### config.mk
export PLATFORM = sky130hd
export DESIGN_NAME = audio_channel_router
export DESIGN_NICKNAME = d
export VERILOG_FILES = /design/src/hdl/acr_pkg.sv /design/src/hdl/acr_ram.sv /design/src/hdl/acr_regs.sv /design/src/hdl/acr_route.sv /design/src/hdl/audio_channel_router.sv
export SDC_FILE = /design/constraint.sdc
export NUM_CORES = 1
export LEC_CHECK = 0
export BUFFER_PORTS_ARGS = -buffer_cell sky130_fd_sc_hd__buf_2
export CELL_PAD_IN_SITES_DETAIL_PLACEMENT = 0
export CELL_PAD_IN_SITES_GLOBAL_PLACEMENT = 1
export CORE_UTILIZATION = 45
export CTS_BUF_LIST = sky130_fd_sc_hd__clkbuf_16
export DETAILED_ROUTE_END_ITERATION = 7
export PLACE_DENSITY = 0.81
export SYNTH_ARGS = -nofsm -noshare
export SYNTH_HDL_FRONTEND = slang
export SYNTH_SLANG_ARGS = --single-unit
### constraint.sdc
create_clock -name clk -period 12.1 [get_ports clk]
set_input_delay 1.21 -clock clk [delete_from_list [all_inputs] [get_ports clk]]
set_output_delay 1.21 -clock clk [all_outputs]
set_load 0.02 [all_outputs]
### src/hdl/acr_pkg.sv
`timescale 1ns / 1ps

package acr_pkg;

	localparam int SAMPLE_W         = 64;
	localparam int CHAN_W           = 3;
	localparam int COUNT_W          = 4;
	localparam int ROUTE_W          = 24;
	localparam int STORE_DEPTH      = 8;
	localparam int PAIR_SLOTS       = 8;
	localparam int DEF_MAX_CHANNELS = 8;
	localparam int APB_ADDR_W       = 5;
	localparam int APB_DATA_W       = 32;

	// Register indexes, taken from byte address bits [4:2].
	localparam logic [2:0] REG_IN_CHANNELS  = 3'd0;
	localparam logic [2:0] REG_OUT_CHANNELS = 3'd1;
	localparam logic [2:0] REG_EXPLICIT     = 3'd2;
	localparam logic [2:0] REG_ROUTE_COUNT  = 3'd3;
	localparam logic [2:0] REG_ROUTE_SRC    = 3'd4;
	localparam logic [2:0] REG_ROUTE_TGT    = 3'd5;
	localparam logic [2:0] REG_BPS          = 3'd6;

	// Register reset values.
	localparam logic [COUNT_W-1:0] RST_IN_CHANNELS  = 4'd2;
	localparam logic [COUNT_W-1:0] RST_OUT_CHANNELS = 4'd2;
	localparam logic [COUNT_W-1:0] RST_BPS          = 4'd2;

	typedef struct packed {
		logic [COUNT_W-1:0] in_channels;
		logic [COUNT_W-1:0] out_channels;
		logic               explicit_routing;
		logic [COUNT_W-1:0] route_count;
		logic [ROUTE_W-1:0] route_sources;
		logic [ROUTE_W-1:0] route_targets;
		logic [COUNT_W-1:0] bytes_per_sample;
	} cfg_t;

	typedef struct packed {
		logic [CHAN_W-1:0] src;
		logic [CHAN_W-1:0] tgt;
		logic              bad;
	} route_t;

	// A channel count of zero behaves as one; anything above the limit is clamped.
	function automatic logic [COUNT_W-1:0] eff_count(input logic [COUNT_W-1:0] v,
			input logic [COUNT_W-1:0] lim);
		logic [COUNT_W-1:0] r;
		if (v == '0) begin
			r = COUNT_W'(1);
		end else if (v > lim) begin
			r = lim;
		end else begin
			r = v;
		end
		return r;
	endfunction

	function automatic logic bps_ok(input logic [COUNT_W-1:0] bps);
		logic r;
		case (bps)
			4'd1, 4'd2, 4'd3, 4'd4, 4'd8: r = 1'b1;
			default: r = 1'b0;
		endcase
		return r;
	endfunction

	function automatic logic [SAMPLE_W-1:0] bps_mask(input logic [COUNT_W-1:0] bps);
		logic [SAMPLE_W-1:0] r;
		case (bps)
			4'd1:    r = 64'h0000_0000_0000_00FF;
			4'd2:    r = 64'h0000_0000_0000_FFFF;
			4'd3:    r = 64'h0000_0000_00FF_FFFF;
			4'd4:    r = 64'h0000_0000_FFFF_FFFF;
			4'd8:    r = 64'hFFFF_FFFF_FFFF_FFFF;
			default: r = '0;
		endcase
		return r;
	endfunction

endpackage

### src/hdl/acr_ram.sv
`timescale 1ns / 1ps

module acr_ram #(
	parameter int WIDTH = 64,
	parameter int DEPTH = 8
) (
	input  logic                     clk,
	input  logic                     we,
	input  logic [$clog2(DEPTH)-1:0] waddr,
	input  logic [WIDTH-1:0]         wdata,
	input  logic [$clog2(DEPTH)-1:0] raddr,
	output logic [WIDTH-1:0]         rdata
);

	logic [WIDTH-1:0] mem_q [DEPTH];

	always_ff @(posedge clk) begin
		if (we) begin
			mem_q[waddr] <= wdata;
		end
		rdata <= mem_q[raddr];
	end

endmodule

### src/hdl/acr_regs.sv
`timescale 1ns / 1ps

module acr_regs (
	input  logic                             clk,
	input  logic                             arst_n,
	input  logic                             psel,
	input  logic                             penable,
	input  logic                             pwrite,
	input  logic [acr_pkg::APB_ADDR_W-1:0]   paddr,
	input  logic [acr_pkg::APB_DATA_W-1:0]   pwdata,
	output logic [acr_pkg::APB_DATA_W-1:0]   prdata,
	output acr_pkg::cfg_t                    cfg
);

	import acr_pkg::*;

	cfg_t       cfg_q;
	logic       wr_en;
	logic [2:0] reg_idx;

	assign wr_en   = psel & penable & pwrite;
	assign reg_idx = paddr[4:2];
	assign cfg     = cfg_q;

	always_ff @(posedge clk or negedge arst_n) begin
		if (!arst_n) begin
			cfg_q.in_channels      <= RST_IN_CHANNELS;
			cfg_q.out_channels     <= RST_OUT_CHANNELS;
			cfg_q.explicit_routing <= 1'b0;
			cfg_q.route_count      <= '0;
			cfg_q.route_sources    <= '0;
			cfg_q.route_targets    <= '0;
			cfg_q.bytes_per_sample <= RST_BPS;
		end else if (wr_en) begin
			case (reg_idx)
				REG_IN_CHANNELS:  cfg_q.in_channels      <= pwdata[COUNT_W-1:0];
				REG_OUT_CHANNELS: cfg_q.out_channels     <= pwdata[COUNT_W-1:0];
				REG_EXPLICIT:     cfg_q.explicit_routing <= pwdata[0];
				REG_ROUTE_COUNT:  cfg_q.route_count      <= pwdata[COUNT_W-1:0];
				REG_ROUTE_SRC:    cfg_q.route_sources    <= pwdata[ROUTE_W-1:0];
				REG_ROUTE_TGT:    cfg_q.route_targets    <= pwdata[ROUTE_W-1:0];
				REG_BPS:          cfg_q.bytes_per_sample <= pwdata[COUNT_W-1:0];
				default: ;
			endcase
		end
	end

	always_comb begin
		case (reg_idx)
			REG_IN_CHANNELS:  prdata = APB_DATA_W'(cfg_q.in_channels);
			REG_OUT_CHANNELS: prdata = APB_DATA_W'(cfg_q.out_channels);
			REG_EXPLICIT:     prdata = APB_DATA_W'(cfg_q.explicit_routing);
			REG_ROUTE_COUNT:  prdata = APB_DATA_W'(cfg_q.route_count);
			REG_ROUTE_SRC:    prdata = APB_DATA_W'(cfg_q.route_sources);
			REG_ROUTE_TGT:    prdata = APB_DATA_W'(cfg_q.route_targets);
			REG_BPS:          prdata = APB_DATA_W'(cfg_q.bytes_per_sample);
			default:          prdata = '0;
		endcase
	end

endmodule

### src/hdl/acr_route.sv
`timescale 1ns / 1ps

module acr_route (
	input  acr_pkg::cfg_t                     cfg,
	input  logic [acr_pkg::COUNT_W-1:0]       nin,
	input  logic [acr_pkg::COUNT_W-1:0]       nout,
	input  logic [acr_pkg::CHAN_W-1:0]        pair_idx,
	output acr_pkg::route_t                   route
);

	import acr_pkg::*;

	logic [4:0] bit_pos;

	// Each pair occupies three bits of the packed source and target registers.
	assign bit_pos = 5'(pair_idx) * 5'd3;

	always_comb begin
		if (cfg.explicit_routing) begin
			route.src = cfg.route_sources[bit_pos +: CHAN_W];
			route.tgt = cfg.route_targets[bit_pos +: CHAN_W];
		end else if (nin == COUNT_W'(1)) begin
			route.src = '0;
			route.tgt = pair_idx;
		end else begin
			route.src = pair_idx;
			route.tgt = pair_idx;
		end
		route.bad = ({1'b0, route.src} >= nin) || ({1'b0, route.tgt} >= nout);
	end

endmodule

### src/hdl/audio_channel_router.sv
`timescale 1ns / 1ps

// Audio channel router.
// Interleaved samples arrive one channel per request on the input channel
// (sample_in, in_valid, in_ready) and are written into a small frame store.
// Requests are taken whenever the block is idle (in_ready high). The
// last channel starts a route pass that walks the route pairs once through a
// shared compare unit, one pair per cycle (route_count pairs in explicit
// mode, at most two or min(in, out) pairs in default mode, no pairs when
// the count is out of range). After that each output channel goes through
// a frame store read, a load of the output register, and a handover
// on the output channel (sample_out, out_channel, frame_end, out_valid,
// out_ready). in_ready stays low from the last input request until the
// last output of the frame has been taken. If the receiver stalls, the
// output register simply holds its result and the sequencer waits; nothing
// is lost or repeated. Reset clears the channel position and loads the
// register defaults (two inputs, two outputs, default routes, two bytes per
// sample). The frame store itself is not cleared; every entry whose data
// reaches the output is written in the same frame. Configuration must be
// written over the APB port only while the block is idle; the block itself
// does not enforce this.
module audio_channel_router #(
	parameter int MAX_CHANNELS = acr_pkg::DEF_MAX_CHANNELS
) (
	input  logic                              clk,
	input  logic                              arst_n,
	input  logic                              psel,
	input  logic                              penable,
	input  logic                              pwrite,
	input  logic [acr_pkg::APB_ADDR_W-1:0]    paddr,
	input  logic [acr_pkg::APB_DATA_W-1:0]    pwdata,
	output logic [acr_pkg::APB_DATA_W-1:0]    prdata,
	output logic                              pready,
	input  logic [acr_pkg::SAMPLE_W-1:0]      sample_in,
	input  logic                              in_valid,
	output logic                              in_ready,
	output logic [acr_pkg::SAMPLE_W-1:0]      sample_out,
	output logic [acr_pkg::CHAN_W-1:0]        out_channel,
	output logic                              frame_end,
	output logic                              out_valid,
	input  logic                              out_ready
);

	import acr_pkg::*;

	// The usable channel count is bounded by both the parameter and the
	// depth of the frame store (STORE_DEPTH).
	localparam int CHAN_LIMIT = (MAX_CHANNELS < STORE_DEPTH) ? MAX_CHANNELS : STORE_DEPTH;
	localparam int ADDR_W     = $clog2(CHAN_LIMIT);
	localparam logic [COUNT_W-1:0] LIMIT_C = COUNT_W'(CHAN_LIMIT);

	typedef enum logic [4:0] {
		ST_IDLE    = 5'b00001,
		ST_RESOLVE = 5'b00010,
		ST_READ    = 5'b00100,
		ST_LOAD    = 5'b01000,
		ST_HOLD    = 5'b10000
	} state_t;

	cfg_t               cfg;
	route_t             route;
	state_t             state_q;
	logic [CHAN_W-1:0]  pos_q;
	logic [CHAN_W-1:0]  pair_q;
	logic [CHAN_W-1:0]  chan_q;
	logic               valid_q;
	logic [PAIR_SLOTS-1:0] hit_q;
	logic [CHAN_W-1:0]  src_tab_q [PAIR_SLOTS];
	logic               out_valid_q;
	logic [SAMPLE_W-1:0] sample_out_q;
	logic [CHAN_W-1:0]  out_channel_q;
	logic               frame_end_q;

	logic [COUNT_W-1:0] nin;
	logic [COUNT_W-1:0] nout;
	logic [COUNT_W-1:0] nr;
	logic               range_ok;
	logic               in_acc;
	logic               out_acc;
	logic [SAMPLE_W-1:0] ram_rdata;

	acr_regs u_regs (
		.clk     (clk),
		.arst_n  (arst_n),
		.psel    (psel),
		.penable (penable),
		.pwrite  (pwrite),
		.paddr   (paddr),
		.pwdata  (pwdata),
		.prdata  (prdata),
		.cfg     (cfg)
	);

	assign pready = 1'b1;

	assign nin  = eff_count(cfg.in_channels, LIMIT_C);
	assign nout = eff_count(cfg.out_channels, LIMIT_C);

	// Number of route pairs in play for this frame. Default routes send a
	// mono input to the first two outputs, otherwise channel i to channel i.
	always_comb begin
		if (cfg.explicit_routing) begin
			nr = cfg.route_count;
		end else if (nin == COUNT_W'(1)) begin
			nr = (nout < COUNT_W'(2)) ? nout : COUNT_W'(2);
		end else begin
			nr = (nout < nin) ? nout : nin;
		end
	end

	assign range_ok = (nr != '0) && (nr <= LIMIT_C);

	// The shared compare unit: decodes one route pair and checks it against
	// the channel counts.
	acr_route u_route (
		.cfg      (cfg),
		.nin      (nin),
		.nout     (nout),
		.pair_idx (pair_q),
		.route    (route)
	);

	assign in_ready = (state_q == ST_IDLE);
	assign in_acc   = in_valid & in_ready;
	assign out_acc  = out_valid_q & out_ready;

	// Frame store: written at the channel position on each input request,
	// read at the resolved source of the current output channel.
	acr_ram #(
		.WIDTH (SAMPLE_W),
		.DEPTH (CHAN_LIMIT)
	) u_store (
		.clk   (clk),
		.we    (in_acc),
		.waddr (pos_q[ADDR_W-1:0]),
		.wdata (sample_in),
		.raddr (src_tab_q[chan_q][ADDR_W-1:0]),
		.rdata (ram_rdata)
	);

	// Sequencer control.
	always_ff @(posedge clk or negedge arst_n) begin
		if (!arst_n) begin
			state_q     <= ST_IDLE;
			pos_q       <= '0;
			pair_q      <= '0;
			chan_q      <= '0;
			valid_q     <= 1'b0;
			hit_q       <= '0;
			out_valid_q <= 1'b0;
		end else begin
			case (state_q)
				ST_IDLE: begin
					if (in_acc) begin
						if (({1'b0, pos_q} + COUNT_W'(1)) < nin) begin
							pos_q <= pos_q + CHAN_W'(1);
						end else begin
							pos_q   <= '0;
							pair_q  <= '0;
							chan_q  <= '0;
							valid_q <= range_ok;
							hit_q   <= '0;
							state_q <= ST_RESOLVE;
						end
					end
				end
				ST_RESOLVE: begin
					if (!range_ok) begin
						state_q <= ST_READ;
					end else begin
						if (route.bad) begin
							valid_q <= 1'b0;
						end
						hit_q[route.tgt] <= 1'b1;
						if ({1'b0, pair_q} == (nr - COUNT_W'(1))) begin
							state_q <= ST_READ;
						end else begin
							pair_q <= pair_q + CHAN_W'(1);
						end
					end
				end
				ST_READ: begin
					state_q <= ST_LOAD;
				end
				ST_LOAD: begin
					out_valid_q <= 1'b1;
					state_q     <= ST_HOLD;
				end
				ST_HOLD: begin
					if (out_acc) begin
						out_valid_q <= 1'b0;
						if (frame_end_q) begin
							state_q <= ST_IDLE;
						end else begin
							chan_q  <= chan_q + CHAN_W'(1);
							state_q <= ST_READ;
						end
					end
				end
				default: begin
					state_q <= ST_IDLE;
				end
			endcase
		end
	end

	// Route table and output register. A later pair with the same target
	// overwrites an earlier one, so the last matching pair wins.
	always_ff @(posedge clk) begin
		if ((state_q == ST_RESOLVE) && range_ok) begin
			src_tab_q[route.tgt] <= route.src;
		end
		if (state_q == ST_LOAD) begin
			sample_out_q  <= (valid_q && bps_ok(cfg.bytes_per_sample) && hit_q[chan_q])
				? (ram_rdata & bps_mask(cfg.bytes_per_sample)) : '0;
			out_channel_q <= chan_q;
			frame_end_q   <= (({1'b0, chan_q} + COUNT_W'(1)) == nout);
		end
	end

	assign sample_out  = sample_out_q;
	assign out_channel = out_channel_q;
	assign frame_end   = frame_end_q;
	assign out_valid   = out_valid_q;

endmodule
# [After elaboration in Yosys (flattened, before gate mapping)]
# Memories as Yosys holds them, arrays and structs flattened. A register that Yosys moved wholly into a read port is not among the register bits.
# Cells that the tools add are included.
# W data, S select, Z words.
[word_totals] input_bits=108 latch_bits=0 mem_bits_rw=536 rom_bits=0 n_memories=2 ff_bits=157 word_cells=150
[memory_table] name="u_store.mem_q" words=8 width=64 rd=1 rd_ports_with_merged_regs=1 write_ports=1 line_no="acr_ram.sv:15" source="logic [WIDTH-1:0] mem_q [DEPTH];"
[memory_table] name="src_tab_q" words=8 width=3 rd=1 rd_ports_with_merged_regs=0 write_ports=1 line_no="audio_channel_router.sv:68" source="logic [CHAN_W-1:0] src_tab_q [PAIR_SLOTS];"
[op_classes] n_addsub=6 mul=1 n_reduce_logical=28 bitwise_logic=6 eq_ne=27 mux=50 div=0 shift=2 n_lt_le_gt_ge=11
[op_table] op="$pmux W64 S5" n=1
[op_table] op="$pmux W24 S7" n=1
[op_table] op="$and A64 B64 Y64" n=1
[op_table] op="$mux W64" n=1
[op_table] op="$shiftx A24 B6 Y3" n=2
[op_table] op="$mux W4" n=8
[op_table] op="$mux W5" n=5
[op_table] op="$pmux W5 S5" n=1
[op_table] op="$mux W3" n=8
[op_table] op="$mux W8" n=3
[op_table] op="$reduce_and A2 Y1" n=9
[op_table] op="$pmux W8 S2" n=1
[op_table] op="$reduce_and A5 Y1" n=3
[op_table] op="$mux W1" n=13
[op_table] op="$mux W6" n=2
[op_table] op="$ne A2 B2 Y1 const B" n=6
[op_table] op="$pmux W3 S2" n=2
[op_table] op="$add A3 B1 Y3 const B" n=3
[op_table] op="$eq A3 B3 Y1 const B" n=3
[op_table] op="$add A3 B1 Y4 const B" n=2
[op_table] op="$eq A4 B1 Y1 const B" n=2
[op_table] op="$eq A4 B2 Y1 const B" n=2
[op_table] op="$ge A3 B4 Y1" n=2
[op_table] op="$gt A4 B4 Y1 const B" n=2
[op_table] op="33 further kinds" n=48

# [Longest topological paths before layout]
# Gate-level depths: netlist of the first run.
[depth] ltp_word=13 ltp_mapped=15 mapped_depth_nobuf=14

# [Hierarchy]
# A second synthesis of the first run with hierarchy kept.
[unflattened] cells_unflattened=1537 area_unflattened_um2=29738.5
[modules_own_cells] mod="acr_ram" area_each_um2=20547.2 cells_each=816 seq_area_each_um2=16656.0 instances=1
[modules_own_cells] mod="audio_channel_router" area_each_um2=5472.7 cells_each=424 seq_area_each_um2=3364.5 instances=1
[modules_own_cells] mod="acr_regs" area_each_um2=3116.7 cells_each=230 seq_area_each_um2=1630.3 instances=1
[modules_own_cells] mod="acr_route" area_each_um2=601.8 cells_each=67 seq_area_each_um2=0.0 instances=1

# [Least setup slack after synthesis of the first run]
# OpenSTA, ideal clock, no wires.
[synth_path] kind="register to register" from="register state_q[1]" to="memory u_store.mem_q[0][0], enable pin" arrival_time_ns=7.453 setup_slack_ns=4.002 setup_ns=0.644 path_stages_with_launch=6 synth_period_minus_slack_ns=8.098 path_cell_list="dfrtp_1 nor3_1 nand2_1 nor2_1 nand2_1 nor4_1"
[synth_via] elab_chain_cells=4
[synth_lines] element="from (decl)" line_no="audio_channel_router.sv:62" source="state_t state_q;"
[synth_lines] element="from (signal assigned)" line_no="audio_channel_router.sv:144" source="state_q <= ST_IDLE;"
[synth_lines] element="from (signal assigned)" line_no="audio_channel_router.sv:163" source="state_q <= ST_RESOLVE;"
[synth_lines] element="from (signal assigned)" line_no="audio_channel_router.sv:169" source="state_q <= ST_READ;"
[synth_lines] element="$eq A5 B1 Y1" line_no="audio_channel_router.sv:123" source="assign in_ready = (state_q == ST_IDLE);"
[synth_lines] element="net in_ready" line_no="audio_channel_router.sv:36" source="output logic in_ready,"
[synth_lines] element="$and A1 B1 Y1" line_no="audio_channel_router.sv:124" source="assign in_acc = in_valid & in_ready;"
[synth_lines] element="$mux W1" line_no="acr_ram.sv:18" source="if (we) begin"
[synth_lines] element="$mux W1 (not written as such)" line_no="acr_ram.sv:19" source="mem_q[waddr] <= wdata;"
[synth_lines] element="to (decl)" line_no="acr_ram.sv:15"
# The timed path passes the listed nets, and every way through them passes these cells.

# [Final worst setup path of the first run]
[layout_path] from="input port paddr[4] (netlist bit)" to="output port prdata[3] (netlist bit)"
[layout_via] elab_chain_cells=2 word_cells_on_any_way=8
[layout_lines] element="from (decl)" line_no="audio_channel_router.sv:30" source="input logic [acr_pkg::APB_ADDR_W-1:0] paddr,"
[layout_lines] element="$eq A3 B3 Y1 (tied with other cells)" line_no="acr_regs.sv:49" source="case (reg_idx)"
[layout_lines] element="$pmux W24 S7 (*)" line_no="acr_regs.sv:49"
[layout_lines] element="to (decl)" line_no="audio_channel_router.sv:32" source="output logic [acr_pkg::APB_DATA_W-1:0] prdata,"
# Mark *: on every way between the ends. The rest lies on a longest branch, timed or not.

==> results of run 1 <==
-- worst max-delay path: cells and delay by family --
kind | cells | cell delay [ns]
buf+inv | 2 | 0.47
compound gates | 2 | 0.37
simple gates | 1 | 0.86
-- synthesized netlist by cell type (2+ instances only) --
cell      count  area (sq um)
a211oi_1      3          22.5
xor2_1        5          43.8
clkbuf_1    120           450
a22o_1       24           210
nor3_1       12          60.1
a22oi_1       4          30.0
buf_4         9          67.6
nor3_2        4          40.0
a31oi_1       6          37.5
dfstp_2       4           105
and2_1       68           425
inv_1        22          82.6
nor2b_1       3          18.8
conb_1        2          7.51
or2_2         5          31.3
and3_1        6          37.5
edfxtp_1    604         18100
or3_1         3          18.8
nand3_1     326          1630
o211ai_1      2          15.0
ha_1         18           225
o21ai_0      84           420
o22ai_1       2          12.5
a21oi_1      18          90.1
nor4_1        6          37.5
a21o_1        5          37.5
nor2_1       31           116
mux2_2       68           766
mux4_2       21           473
dfxtp_1      64          1280
mux2i_1      10           100
nand2b_1     11          68.8
nand2_1     615          2310
o31ai_1       4          30.0
buf_1        10          37.5
nand3b_1      3          22.5
o21a_1       11          82.6
xnor2_1       4          35.0
dfrtp_1      85          2130
-- stage by stage --
| stage | instance area, sq um | hold slack (ns) | utilization [%] | setup WS [ns] | total power, mW |
|---|---|---|---|---|---|
| final | 34200 | 0.486 | 52.0 | 7.98 | 5.45 |
| after global routing | 34200 | 0.500 | 52.0 | 7.70 | 5.64 |
| after CTS | 34200 | 0.491 | 51.9 | 7.95 | 5.50 |
| after detailed placement | 31800 | 0.478 | 48.3 | 7.95 | 3.27 |
| after global placement | 31800 | 0.468 | 48.3 | 8.03 | 3.25 |
| after floorplan | 30000 | 0.456 | - | 4.00 | 3.15 |
-- logic make-up (layout without fill, tap and decap cells) --
group,Yosys count,in the layout,share of synthesized area [%]
AOI/OAI and AO/OA,175,175,3.74
adders and majority gates,18,18,0.751
buffers and inverters,162,384,2.15
DFF,757,757,72.2
xor gates and xnor gates,9,9,0.263
muxes,100,100,4.52
and+or+nand+nor,1102,1102,16.3
other,2,18,0.0251
-- how the worst max path moves through the flow --
stage	depth (start not counted)	to	start
2_1_floorplan	5	u_store.mem_q[0][0]$_DFFE_PP_	state_q[1]$_DFFE_PN0P_
3_3_place_gp	5	prdata[3]	paddr[4]
3_5_place_dp	7	u_store.rdata[28]$_DFF_P_	chan_q[0]$_DFFE_PN0P_
4_1_cts	7	u_store.rdata[28]$_DFF_P_	chan_q[0]$_DFFE_PN0P_
5_1_grt	7	u_store.rdata[2]$_DFF_P_	chan_q[0]$_DFFE_PN0P_
6_report	5	prdata[3]	paddr[4]
-- area by class of cell --
class                   count  area share, %
diodes                      9         0.0658
clock inverters            64           1.28
clock buffers              78           5.70
flip-flops and latches    757           63.2
multi-input cells        1413           22.9
inverters                  22          0.241
well taps                 864           3.16
repair buffers            220           3.44
-- power by group --
part,total [mW],switching (mW),leakage (nW),internal [mW]
combinational,0.311,0.177,4.53,0.134
clock,2.24,0.958,1.27,1.28
sequential,2.90,0.0493,6.97,2.86
-- registers in the layout, summed over array words and instances (netlist names) --
| signal | cells |
|---|---|
| sample_out | 64 |
| valid_q | 1 |
| u_store.rdata | 64 |
| u_store.mem_q | 512 |
| frame_end | 1 |
| pos_q | 3 |
| hit_q | 8 |
| u_regs.cfg | 65 |
| chan_q | 3 |
| pair_q | 3 |
| out_channel | 3 |
| state_q | 5 |
| src_tab_q | 24 |
| out_valid | 1 |
-- placed cells by master (no fill, tap or decap), types with 30 or more instances in the layout --
| cell type | count |
|---|---|
| o21ai_0 | 84 |
| dfrtp_1 | 85 |
| dfxtp_1 | 64 |
| inv_1 | 51 |
| and2_1 | 68 |
| buf_4 | 30 |
| buf_2 | 190 |
| mux2_2 | 66 |
| nand3_1 | 326 |
| nand2_1 | 615 |
| edfxtp_1 | 604 |
| clkbuf_16 | 78 |
-- routing by layer --
| layer | vias up | part of all wire [%] | wire [um] |
|---|---|---|---|
| met1 | 9321 | 43 | 29300 |
| met2 | 519 | 49 | 33600 |
| met5 | - | 0.13 | 88 |
| li1 | 8633 | - | - |
| met4 | 14 | 2.2 | 1470 |
| met3 | 108 | 5.6 | 3850 |
==> results.ini, run 1 <==
[min_path]
hold_path.class=flop to flop
hold_path_depth=1
holdPathEnd=hit_q[1]$_DFFE_PN0P_
hold_start=hit_q[1]$_DFFE_PN0P_

[drt]
viasPerCell=5.43
dr.pass1.iters=5
wl_per_cell_um=19.9
ant_nets=0
drtIter0Drc=1331
wl_mm=68.3
dr_total_vias=18595
drcViolationCount=0

[critical_path]
crit_type=primary input to output pin
start_kind=primary input
crit_chain=buf_2 -> and3b_1 -> a22oi_1 -> o21ai_0 -> buf_2
cpMostUsedCell=buf_2
critPathRequiredTime_ns=10.89
cp.arrival_ns=2.91
r2r-start=chan_q[0]$_DFFE_PN0P_
reg2reg_depth=7
r2r_slack_ns=8.06
r2r-end=u_store.rdata[2]$_DFF_P_
end_kind=output pin
worst_path_max_delay_cell=and3b_1
max_stage_delay_ns=0.86
crit_fanout=24

[global_routing]
grt_antenna_before_repair=18
grt_pass1_wl_mm=104
use_met1_pct=26.7
grt_pass1_vias=18217
grtUsageMet3_pct=3.63
grt_max_degree=128
overflow=0
use_met2_pct=33.8
gr-usage-all-layers_pct=20.3
top_usage_layer=met2

[yosys]
synth_edf_count=604
ys_seq_area_share_pct=72.2
ys_ff_latch=757
syn-mean-instance-area_sq_um=12.9
synth_cell_types=62
synthFlopType=edfxtp_1
syn_area_sq_mm=0.0300
syn_inst=2325
synthArstFlopShare_pct=11.8
ys_warn_count=0

[power_and_ir_drop]
ir_worst_vdd_mv=0.110
pwr_density_cell_mw_per_mm2=159
leakagePower_nw=12.8

[clock_tree]
cts-buffers-inserted=77
cts_max_level=3
cts_resized=0
root_buffer=clkbuf_16
cts_sinks=757
cts_tree=yes
path_clk_slew_ns=0.06
cts_hold_buffers=0
cts_setup_buffers=0
clock_path_buffers=3
clk_latency_ns=0.61

[final_layout]
seqCellArea_sq_mm=0.0217
final_cells=3427
final_nets=2617
drive_above_1_share_pct=17.3
fillers=5435
multi_input_area_sq_mm=0.00783
area_growth_pct=14.2

[floorplan]
die_x_um=260
ioPinCount=211
std_cell_rows=94
fp.dieArea_sq_mm=0.0676
initial_utilization_pct=45.5
coreArea_sq_mm=0.0659
die_h_um=260

[timing]
relSlewSlack_pct=18.9
setup_tns_ns=0
slew_violations=0
fin_crit_sh_pct=34.1
hold_viol=0
period_needed_ns=4.12
clock.fmax_ghz=0.242
rsz0062_at_grt=no
setup_violations=0
clock-skew-final_ns=0.0247
tightestPinTransition_ns=1.20

[placement]
hpwl_mm=37.4
post-place-cells=3276
portBuffers=191
gpl.final_weighted_congestion=0.834

[outcome]
status=complete, no violations

[job]
drv_cap=0

Note: power is estimated with default switching activity, not from simulation.
==> inputs of run 2 (changes only) <==
==> constraint.sdc (replaced) <==
create_clock -name clk -period 3.89 [get_ports clk]
set_input_delay 0.389 -clock clk [delete_from_list [all_inputs] [get_ports clk]]
set_output_delay 0.389 -clock clk [all_outputs]
set_load 0.02 [all_outputs]
==> results.ini, run 2 (same netlist as run 1, synthesis figures left out) <==
[timing]
fin_crit_sh_pct=96.1
relSlewSlack_pct=12.0  ; -6.9 points
setup_violations=0  ; unchanged
rsz0062_at_grt=yes
clock.fmax_ghz=0.267
tightestPinTransition_ns=1.31  ; +0.102 ns
setup_tns_ns=0  ; unchanged
hold_viol=0  ; unchanged
clock-skew-final_ns=0.0207  ; -0.00400 ns
slew_violations=0  ; unchanged
period_needed_ns=3.74

[placement]
post-place-cells=3305  ; +0.89%
portBuffers=191  ; unchanged
dpl_cell_area_sq_mm=0.0324  ; +1.9%
gpl.final_weighted_congestion=0.884  ; +5.9%
hpwl_mm=39.9  ; +6.6%

[final_layout]
final_cell_mix=nand2_1, edfxtp_1, nand3_1
regMostFlops=u_store.mem_q
largest_reg_flops=512  ; unchanged
drive_above_1_share_pct=18.9  ; +1.5 points
final_cells=3451  ; +0.70%
fin_area_sq_mm=0.0348  ; +1.8%
final_nets=2649  ; +1.2%
final_common_cell=nand2_1
area_growth_pct=16.2

[drt]
wl_mm=69.3  ; +1.5%
ant_nets=0  ; unchanged
drtIter0Drc=1386  ; +4.1%
wl_per_cell_um=20.1  ; +0.83%
dr_total_vias=18713  ; +0.63%
drcViolationCount=0  ; unchanged
viasPerCell=5.42  ; about the same
dr.pass1.iters=7  ; +2

[clock_tree]
path_clk_slew_ns=0.06  ; about the same
cts_tree=yes
clock_path_buffers=3  ; unchanged
cts_sinks=757  ; unchanged
root_buffer=clkbuf_16
cts_max_level=3  ; unchanged
clk_latency_ns=0.61  ; about the same
cts-buffers-inserted=78  ; +1.3%

[floorplan]
fp.dieArea_sq_mm=0.0676  ; unchanged
ioPinCount=211  ; unchanged
die_h_um=260  ; unchanged
coreArea_sq_mm=0.0659  ; unchanged
die_x_um=260  ; unchanged
initial_utilization_pct=45.5  ; unchanged
std_cell_rows=94  ; unchanged

[critical_path]
cp.arrival_ns=4.23  ; +1.32 ns
crit_fanout=7  ; -71%
critPathRequiredTime_ns=4.38  ; -6.51 ns
end_kind=flop
start_kind=flop
critPathLaunch=u_regs.cfg[64]$_DFFE_PN0P_
crit_type=flop to flop
r2r-start=u_regs.cfg[64]$_DFFE_PN0P_

[power_and_ir_drop]
ir_worst_vdd_mv=0.352  ; +220%
pwr_density_cell_mw_per_mm2=485  ; +200%
leakagePower_nw=13.0  ; +1.9%

[global_routing]
grt_pass1_wl_mm=106  ; +2.0%
grt_antenna_before_repair=14  ; -4
gr-usage-all-layers_pct=20.5  ; +0.23 points
grt_max_degree=113  ; -12%
overflow=0  ; unchanged
grt_pass1_vias=18456  ; +1.3%

[job]
drv_cap=0  ; unchanged

[outcome]
status=complete, no violations

[min_path]
hold_start=pwdata[23]
hold_path.class=primary input to flop

run 2: changes by cell type in the layout (fill, tap and decap cells not counted), sizes merged:
cell         before  now
clkbuf           78   79
dlygate4sd3       0    1
inv              56   46
buf             220  250
diode             9    4
bufinv            5    2
clkinv           22   35
clkinvlp          3    0
run 2: cell type report:
class	instances	area, sq um
Antenna cell	4	10.0
Clock buffer	79	1980
Clock inverter	61	358
Fill cell	5421	31000
Inverter	22	82.6
Multi-Input combinational cell	1413	7920
Sequential cell	757	21700
Tap cell	864	1080
Timing Repair Buffer	251	1760
run 2: layer usage:
layer	GRT usage, %	vias to the layer above	share of wire [%]
met3	4.59	119	6.5
li1	-	8699	-
met1	27.0	9348	42
met5	0	-	0.18
met2	33.8	527	49
met4	6.53	20	2.0
run 2: metrics by stage:
stage	hold WS [ns]	worst slack [ns]	power [mW]	utilization, %
2_1_floorplan	0.0934	-0.706	9.81	-
3_3_place_gp	0.470	0.277	10.1	49.2
3_5_place_dp	0.480	0.164	10.2	49.2
4_1_cts	0.00230	0.148	17.0	52.8
5_1_grt	0.0265	-0.0310	17.5	52.9
6_report	0.0297	0.151	16.9	52.9
run 2: final timing paths:
| check | cells past startpoint | to | slack [ns] |
|---|---|---|---|
| setup / recovery | 13 | pair_q[0]$_DFFE_PN0P_ | 0.15 |
| hold / removal | 2 | u_regs.cfg[51]$_DFFE_PN0P_ | 0.03 |
| setup reg to reg | 13 | pair_q[0]$_DFFE_PN0P_ | 0.15 |
| hold reg to reg | 1 | hit_q[1]$_DFFE_PN0P_ | 0.49 |
| max in group asynchronous | 3 | u_regs.cfg[32]$_DFFE_PN0P_ | 2.58 |
| min in group asynchronous | 2 | u_regs.cfg[34]$_DFFE_PN0P_ | 0.46 |
run 2: report_power, final:
group / internal (mW) / total, mW / switching, mW
Sequential: 8.88 / 9.04 / 0.154
Clock: 3.83 / 6.82 / 2.99
Combinational: 0.468 / 1.06 / 0.590
run 2: critical path, stage by stage, from the launching register on:
cell and delay, ns:
dfrtp_1 0.45, inv_1 0.18, nand2_1 0.14, ha_1 0.24, or4_4 0.50, o31a_1 0.31
mux2i_2 0.22, inv_1 0.10, ha_1 0.31, xnor2_2 0.17, nor4_2 0.29, nand4_1 0.23
and2_1 0.21, mux2_4 0.27
run 2: repair_timing:
item	CTS	global route
endpoints found under the setup margin	0	34
endpoints found under the hold margin	63	0
resized for setup	0	9
buffers inserted	0	1
hold buffers	1	0
